`src/rtl/tkv_pkg.sv`:
```
// tkv_pkg: shared types, codes and widths for the tagged key/value map
// no dependencies; used by tkv_key_match and tagged_key_value_map
`default_nettype none

package tkv_pkg;

  localparam int TABLE_ENTRIES_DEF = 64;

  localparam int REQ_W  = 3;
  localparam int TAG_W  = 3;
  localparam int PAY_W  = 32;
  localparam int CNT_OUT_W = 7;

  localparam logic [REQ_W-1:0] REQ_PUT      = 3'd0;
  localparam logic [REQ_W-1:0] REQ_GET      = 3'd1;
  localparam logic [REQ_W-1:0] REQ_CONTAINS = 3'd2;
  localparam logic [REQ_W-1:0] REQ_REMOVE   = 3'd3;
  localparam logic [REQ_W-1:0] REQ_COUNT    = 3'd4;

  localparam logic [TAG_W-1:0] TAG_FLOAT = 3'd1;

  localparam logic [PAY_W-1:0] FLOAT_MAG_MASK = 32'h7FFF_FFFF;
  localparam logic [PAY_W-1:0] FLOAT_INF      = 32'h7F80_0000;

  typedef struct packed {
    logic [TAG_W-1:0] tag;
    logic [PAY_W-1:0] word;
  } entry_t;

  localparam int ENTRY_W = $bits(entry_t);

  typedef enum logic [2:0] {
    ST_IDLE,
    ST_SCAN,
    ST_VREAD,
    ST_VWAIT,
    ST_MREAD,
    ST_MWRITE,
    ST_DONE
  } state_t;

endpackage

`default_nettype wire

```
`src/rtl/tkv_ram.sv`:
```
// tkv_ram: generic single write, single read RAM with registered read data
// no package dependency
`default_nettype none

module tkv_ram #(
  parameter int WIDTH = 35,
  parameter int DEPTH = 64
) (
  input  wire logic                     clk,
  input  wire logic                     we,
  input  wire logic [$clog2(DEPTH)-1:0] waddr,
  input  wire logic [WIDTH-1:0]         wdata,
  input  wire logic [$clog2(DEPTH)-1:0] raddr,
  output      logic [WIDTH-1:0]         rdata
);

  logic [WIDTH-1:0] mem [DEPTH];

  always_ff @(posedge clk) begin
    if (we) begin
      mem[waddr] <= wdata;
    end
    rdata <= mem[raddr];
  end

endmodule

`default_nettype wire

```
`src/rtl/tkv_key_match.sv`:
```
// tkv_key_match: compare unit shared by every slot probe of a scan
// depends on tkv_pkg for tag codes and float masks
`default_nettype none

module tkv_key_match (
  input  wire logic [tkv_pkg::TAG_W-1:0] tag_a,
  input  wire logic [tkv_pkg::PAY_W-1:0] pay_a,
  input  wire logic [tkv_pkg::TAG_W-1:0] tag_b,
  input  wire logic [tkv_pkg::PAY_W-1:0] pay_b,
  output      logic                      match
);

  import tkv_pkg::*;

  logic nan_a;
  logic nan_b;
  logic zero_both;

  assign nan_a     = (pay_a & FLOAT_MAG_MASK) > FLOAT_INF;
  assign nan_b     = (pay_b & FLOAT_MAG_MASK) > FLOAT_INF;
  assign zero_both = ((pay_a & FLOAT_MAG_MASK) == '0) && ((pay_b & FLOAT_MAG_MASK) == '0);

  always_comb begin
    if (tag_a != tag_b) begin
      match = 1'b0;
    end else if (tag_a == TAG_FLOAT) begin
      match = !nan_a && !nan_b && (zero_both || (pay_a == pay_b));
    end else begin
      match = (pay_a == pay_b);
    end
  end

endmodule

`default_nettype wire

```
`src/rtl/tagged_key_value_map.sv`:
```
// Associative map of tagged keys to tagged values. A request is taken when start is high and
// busy is low; its single result appears for exactly one cycle with done high and cannot be
// held off by the receiver. Entries are kept packed in slots 0 to count-1 of a key memory and
// a value memory, so the table is empty straight out of reset with no clearing pass. Put, get,
// contains and remove scan the occupied slots one per cycle through the key memory read port
// and the shared key compare unit. A get that hits then reads the value memory in the VREAD
// and VWAIT states, and a remove that has to move the last entry into the freed slot does so
// in the MREAD and MWRITE states. An entry count request or an unused code goes straight from
// idle to the done state. The default table holds 64 entries.
// depends on tkv_pkg, tkv_ram and tkv_key_match
`default_nettype none

module tagged_key_value_map #(
  parameter int TABLE_ENTRIES = tkv_pkg::TABLE_ENTRIES_DEF
) (
  input  wire logic                          clk,
  input  wire logic                          rst,
  input  wire logic                          start,
  output      logic                          busy,
  input  wire logic [tkv_pkg::REQ_W-1:0]     req_type,
  input  wire logic [tkv_pkg::TAG_W-1:0]     key_tag,
  input  wire logic [tkv_pkg::PAY_W-1:0]     key_payload,
  input  wire logic [tkv_pkg::TAG_W-1:0]     value_tag,
  input  wire logic [tkv_pkg::PAY_W-1:0]     value_payload,
  output      logic                          done,
  output      logic                          found,
  output      logic [tkv_pkg::TAG_W-1:0]     result_tag,
  output      logic [tkv_pkg::PAY_W-1:0]     result_payload,
  output      logic [tkv_pkg::CNT_OUT_W-1:0] entry_count,
  output      logic                          status
);

  import tkv_pkg::*;

  localparam int AW = $clog2(TABLE_ENTRIES);
  localparam int CW = $clog2(TABLE_ENTRIES + 1);
  localparam logic [CW-1:0] FULL = CW'(TABLE_ENTRIES);

  state_t state, state_next;

  logic [CW-1:0]    count, count_next;
  logic [CW-1:0]    scan_addr, scan_addr_next;
  logic             rd_valid, rd_valid_next;
  logic [AW-1:0]    hit_idx, hit_idx_next;
  logic [AW-1:0]    pos, pos_next;

  logic [REQ_W-1:0] cur_req, cur_req_next;
  entry_t           cur_key, cur_key_next;
  entry_t           cur_value, cur_value_next;

  logic             found_next;
  logic [TAG_W-1:0] result_tag_next;
  logic [PAY_W-1:0] result_payload_next;
  logic             status_next;

  logic             key_we;
  logic [AW-1:0]    key_waddr;
  entry_t           key_wdata;
  logic [AW-1:0]    key_raddr;
  entry_t           key_rdata;

  logic             val_we;
  logic [AW-1:0]    val_waddr;
  entry_t           val_wdata;
  logic [AW-1:0]    val_raddr;
  entry_t           val_rdata;

  logic             key_hit;
  logic [AW-1:0]    last_idx;

  tkv_ram #(
    .WIDTH (ENTRY_W),
    .DEPTH (TABLE_ENTRIES)
  ) u_key_ram (
    .clk   (clk),
    .we    (key_we),
    .waddr (key_waddr),
    .wdata (key_wdata),
    .raddr (key_raddr),
    .rdata (key_rdata)
  );

  tkv_ram #(
    .WIDTH (ENTRY_W),
    .DEPTH (TABLE_ENTRIES)
  ) u_val_ram (
    .clk   (clk),
    .we    (val_we),
    .waddr (val_waddr),
    .wdata (val_wdata),
    .raddr (val_raddr),
    .rdata (val_rdata)
  );

  tkv_key_match u_match (
    .tag_a (key_rdata.tag),
    .pay_a (key_rdata.word),
    .tag_b (cur_key.tag),
    .pay_b (cur_key.word),
    .match (key_hit)
  );

  assign busy        = (state != ST_IDLE);
  assign done        = (state == ST_DONE);
  assign entry_count = CNT_OUT_W'(count);
  assign last_idx    = AW'(count - CW'(1));

  always_ff @(posedge clk) begin
    if (rst) begin
      state    <= ST_IDLE;
      count    <= '0;
      rd_valid <= 1'b0;
    end else begin
      state    <= state_next;
      count    <= count_next;
      rd_valid <= rd_valid_next;
    end
    scan_addr      <= scan_addr_next;
    hit_idx        <= hit_idx_next;
    pos            <= pos_next;
    cur_req        <= cur_req_next;
    cur_key        <= cur_key_next;
    cur_value      <= cur_value_next;
    found          <= found_next;
    result_tag     <= result_tag_next;
    result_payload <= result_payload_next;
    status         <= status_next;
  end

  always_comb begin
    state_next          = state;
    count_next          = count;
    scan_addr_next      = scan_addr;
    rd_valid_next       = rd_valid;
    hit_idx_next        = hit_idx;
    pos_next            = pos;
    cur_req_next        = cur_req;
    cur_key_next        = cur_key;
    cur_value_next      = cur_value;
    found_next          = found;
    result_tag_next     = result_tag;
    result_payload_next = result_payload;
    status_next         = status;

    key_we    = 1'b0;
    key_waddr = pos;
    key_wdata = key_rdata;
    key_raddr = scan_addr[AW-1:0];
    val_we    = 1'b0;
    val_waddr = pos;
    val_wdata = val_rdata;
    val_raddr = pos;

    case (state)
      ST_IDLE: begin
        if (start) begin
          cur_req_next        = req_type;
          cur_key_next        = '{tag: key_tag, word: key_payload};
          cur_value_next      = '{tag: value_tag, word: value_payload};
          found_next          = 1'b0;
          result_tag_next     = '0;
          result_payload_next = '0;
          status_next         = 1'b0;
          scan_addr_next      = '0;
          rd_valid_next       = 1'b0;
          if (req_type inside {[REQ_PUT:REQ_REMOVE]}) begin
            state_next = ST_SCAN;
          end else begin
            state_next = ST_DONE;
          end
        end
      end

      ST_SCAN: begin
        if (rd_valid && key_hit) begin
          pos_next      = hit_idx;
          found_next    = 1'b1;
          rd_valid_next = 1'b0;
          case (cur_req)
            REQ_PUT: begin
              val_we     = 1'b1;
              val_waddr  = hit_idx;
              val_wdata  = cur_value;
              state_next = ST_DONE;
            end
            REQ_GET: begin
              state_next = ST_VREAD;
            end
            REQ_REMOVE: begin
              if (hit_idx == last_idx) begin
                count_next = CW'(count - CW'(1));
                state_next = ST_DONE;
              end else begin
                state_next = ST_MREAD;
              end
            end
            default: begin
              state_next = ST_DONE;
            end
          endcase
        end else if (!rd_valid && (scan_addr >= count)) begin
          // key absent
          if (cur_req == REQ_PUT) begin
            if (count == FULL) begin
              status_next = 1'b1;
            end else begin
              key_we     = 1'b1;
              key_waddr  = count[AW-1:0];
              key_wdata  = cur_key;
              val_we     = 1'b1;
              val_waddr  = count[AW-1:0];
              val_wdata  = cur_value;
              count_next = CW'(count + CW'(1));
            end
          end
          state_next = ST_DONE;
        end else if (scan_addr < count) begin
          rd_valid_next  = 1'b1;
          hit_idx_next   = scan_addr[AW-1:0];
          scan_addr_next = CW'(scan_addr + CW'(1));
        end else begin
          rd_valid_next = 1'b0;
        end
      end

      ST_VREAD: begin
        state_next = ST_VWAIT;
      end

      ST_VWAIT: begin
        result_tag_next     = val_rdata.tag;
        result_payload_next = val_rdata.word;
        state_next          = ST_DONE;
      end

      ST_MREAD: begin
        // fetch the last entry to fill the freed slot
        key_raddr  = last_idx;
        val_raddr  = last_idx;
        state_next = ST_MWRITE;
      end

      ST_MWRITE: begin
        key_we     = 1'b1;
        val_we     = 1'b1;
        count_next = CW'(count - CW'(1));
        state_next = ST_DONE;
      end

      ST_DONE: begin
        state_next = ST_IDLE;
      end

      default: begin
        state_next = ST_IDLE;
      end
    endcase
  end

  a_count_bound : assert property (@(posedge clk) disable iff (rst)
    count <= FULL)
    else $error("entry count above table size");

  a_done_single : assert property (@(posedge clk) disable iff (rst)
    done |=> !done)
    else $error("result strobe longer than one cycle");

  a_refused_absent : assert property (@(posedge clk) disable iff (rst)
    (done && status) |-> (!found && (count == FULL) && (cur_req == REQ_PUT)))
    else $error("refusal on a found key or non-full table");

  a_accept_busy : assert property (@(posedge clk) disable iff (rst)
    (start && !busy) |=> busy)
    else $error("transfer accepted without going busy");

endmodule

`default_nettype wire
```
`config.mk`:
```
export PLATFORM = sky130hd
export DESIGN_NAME = tagged_key_value_map
export DESIGN_NICKNAME = d
export VERILOG_FILES = /design/src/rtl/tkv_pkg.sv /design/src/rtl/tkv_ram.sv /design/src/rtl/tkv_key_match.sv /design/src/rtl/tagged_key_value_map.sv
export SDC_FILE = /design/constraint.sdc
export NUM_CORES = 2
export LEC_CHECK = 0
export BUFFER_PORTS_ARGS = -buffer_cell sky130_fd_sc_hd__buf_2
export CAP_MARGIN = 40
export CELL_PAD_IN_SITES_DETAIL_PLACEMENT = 0
export CELL_PAD_IN_SITES_GLOBAL_PLACEMENT = 2
export CORE_ASPECT_RATIO = 2
export CORE_MARGIN = 2
export CORE_UTILIZATION = 30
export CTS_BUF_LIST = sky130_fd_sc_hd__clkbuf_8
export DETAILED_ROUTE_END_ITERATION = 16
export GPL_TIMING_DRIVEN = 0
export PLACE_DENSITY = 0.54
export SYNTH_ARGS = -nofsm -noshare
export SYNTH_HDL_FRONTEND = slang
export SYNTH_MEMORY_MAX_BITS = 65536
export SYNTH_SLANG_ARGS = --single-unit
```
`constraint.sdc`:
```
create_clock -name clk -period 8.3 [get_ports clk]
set_input_delay 2.49 -clock clk [delete_from_list [all_inputs] [get_ports clk]]
set_output_delay 2.49 -clock clk [all_outputs]
set_load 0.01 [all_outputs]
```
==> results.toml <==
[status]
outcome = "finished clean"

[worst_setup_path]
crit_slowest_cell = "a22oi_1"
critical_path_class = "reg -> reg"
crit_top_cell = "clkbuf_1"
crit_path_end_kind = "register"
path_cells = "clkbuf_1 -> inv_1 -> ha_1 -> o21ai_0 -> buf_2 -> buf_1 -> buf_8 -> clkbuf_1 -> mux4_2 -> mux2i_1 -> a21oi_1 -> a22oi_1 -> nand2_1"
critPathBufInv = 6
critPathArrivalTime_ps = 7450
required_ps = 9250
cp-start-kind = "register"
crit_fanout = 10
worst_path_dominant_cell_family = "buffers and inverters"
r2r_slack_ps = 1810
worst_path_largest_cell_delay_ps = 860

[detailed_routing]
drtIter0Drc = 8727
wirelength_um = 568000
vias_per_cell = 5.04
dr_total_vias = 90800
drc_errors = 0
dr.pass1.iters = 6
ant_nets = 0
post_drt_wl_per_cell_um = 31.6

[yosys]
yosysTopAreaCellShare_pct = 76.6
ys_seq_elements = 4690
avgSynthCellArea_um2 = 21.7
syn_area_um2 = 181000
ys_types = 67
seq_area_frac_synth_pct = 77.5
synth_common_cells = "4609 x edfxtp_1, 1120 x mux4_2, 299 x a21oi_1, 285 x mux2i_1"
yosys.area.top_type = "edfxtp_1"
synth_area_leaders = "edfxtp_1 77%, mux4_2 14%, mux2i_1 1.6%"
synth_cells = 8308
synth_top_flop_cell = "edfxtp_1"
synth_fp_nets = 8395
synth_edf_count = 4609
async_flop_share_pct = 0
synth.most_common_cell = "edfxtp_1"
ys.warnings.count = 0

[timing]
slew_violations = 0
period_minus_slack_ps = 6490
worst_pin_slew_ps = 1240
setup_viol = 0
rsz0062_at_grt = "false"
hold_viol_final = 0
skew_ps = 96.1
finalSetupTns_ps = 0
finalCritPeriodShare_pct = 78.2
maxSlewHeadroom_pct = 17.1
fmax_ghz = 0.154

[cells_and_area]
fin_area_um2 = 212000
area_growth_pct = 17.5
final_nets = 9636
drive_gt1_share_pct = 28.7

[cts]
cts_post_setup_buffers_inserted = 0
cts_resized = 0
cts.clk_slew.worst_paths_ps = 60
hold_buffers = 0
cts_buffers = 737
clock_latency_ps = 1210
cts_tree = "yes"
cts_buffer_depth = 5
htreeDepth = 6
cts_root_buf = "clkbuf_8"
cts_sinks = 4690

[die]
initial_core_util_pct = 30.1
num_rows = 403
dieArea_um2 = 608000
die_x_um = 553
dieHeight_um = 1100
pin_count = 122
core_area_um2 = 601000

[power]
power.density_nw_per_um2 = 367
ir_drop_mv = 0.258
leakagePower_nw = 66.8
finalPower_mw = 77.9

[place]
port-buffer-count = 121
postPlaceCellArea_um2 = 199000
routabilityCongestion = 0.812
dp_hpwl_um = 385000

[grt]
antenna_found_initial = 49
grt_overflow = 0
grt_pass1_vias = 93200
grt_util_all_layers_pct = 18.4
grt_max_degree = 65
grt_pass1_wl_um = 774000

[min_path]
hp-class = "reg -> reg"

[flow_run]
drv_cap = 0
-- cell usage in the layout, fill, tap and decap left out, drive strengths merged, types with 3 or more instances in the layout --
master       n
a32oi        3
dfxtp       81
nor2b      283
a211oi     283
inv        231
and2         3
o21ai       24
ha          11
nand2      238
a21oi      300
nand3       19
a211o        5
xor2         9
clkbuf    1032
nand4       19
or3b         5
o21a         4
nand3b       8
nor2       157
and3        41
xnor2       43
mux2i      286
a22oi      141
edfxtp    4609
diode       23
nand2b      14
mux2        37
a21o         4
buf        684
bufinv      27
clkinvlp    14
nor3        28
mux4      1120
nor4        19
or2          3
clkinv     258
o31ai        5
-- per-stage QoR --
stage               std cells  setup slack, ps  hold WS (ps)  utilization (%)
finish                  18000             1810           518             35.3
global route            18000             1730           542             35.3
CTS                     18000             1820           523             35.3
detailed placement      16700             1810           508             33.1
global placement        16300            -2300           513             31.8
floorplan                8308             2720           462                -
-- layout make-up --
type,instances,area (um2)
diodes,23,57.6
plain buffers,465,1980
clock buffers,749,10300
clock inverters,515,2830
fillers,56000,388000
inverters,15,61.3
multi-input cells,3138,39800
flip-flops and latches,4690,140000
well taps,7897,9880
repair buffers,502,7150
-- layer usage --
layer  up-vias  global-route usage (%)  part of all wire (%)
met5         -                       0                     0
met4         0                    6.41                   3.3
met3       838                    3.08                   5.8
met2      3040                    28.9                    47
met1     49400                    25.7                    44
li1      37500                       -                     -
-- final timing paths --
check	from	end	depth (start not counted)
min reg2reg	hit_idx[5]$_DFFE_PP_	pos[5]$_DFFE_PP_	0
min	hit_idx[5]$_DFFE_PP_	pos[5]$_DFFE_PP_	0
max reg2reg	entry_count[0]$_SDFFE_PP0P_	u_val_ram.rdata[24]$_DFF_P_	13
max	entry_count[0]$_SDFFE_PP0P_	u_val_ram.rdata[24]$_DFF_P_	13
-- flip-flops by register name, summed over array words and instances (netlist names), 3 cells and up --
name,count
cur_value,35
u_key_ram.rdata,35
u_val_ram.mem,2240
cur_req,3
u_val_ram.rdata,35
result_tag,3
entry_count,7
cur_key,35
result_payload,32
scan_addr,7
pos,6
state,3
u_key_ram.mem,2240
hit_idx,6
-- report_power, final --
group	leakage [nW]	switching [mW]	total (mW)	internal (mW)
combinational	16.9	19.3	29.0	9.67
sequential	42.3	0.490	30.6	30.1
clock	7.53	9.17	18.4	9.19
total	66.8	28.9	77.9	48.9
-- logic make-up (layout without fill, tap and decap cells) --
group | Yosys count | count (layout) | synth area share (%)
XOR/XNOR | 52 | 52 | 0.252
AND/OR/NAND/NOR | 844 | 844 | 2.37
flip-flops | 4690 | 4690 | 77.5
adder cells (fa/ha/maj) | 11 | 11 | 0.0762
AO/OA/AOI/OAI | 788 | 788 | 2.85
multiplexers | 1443 | 1443 | 15.8
other | 0 | 23 | 0
buffers and inverters | 480 | 2246 | 1.11
No activity file was read; power rests on OpenSTA's default activity.
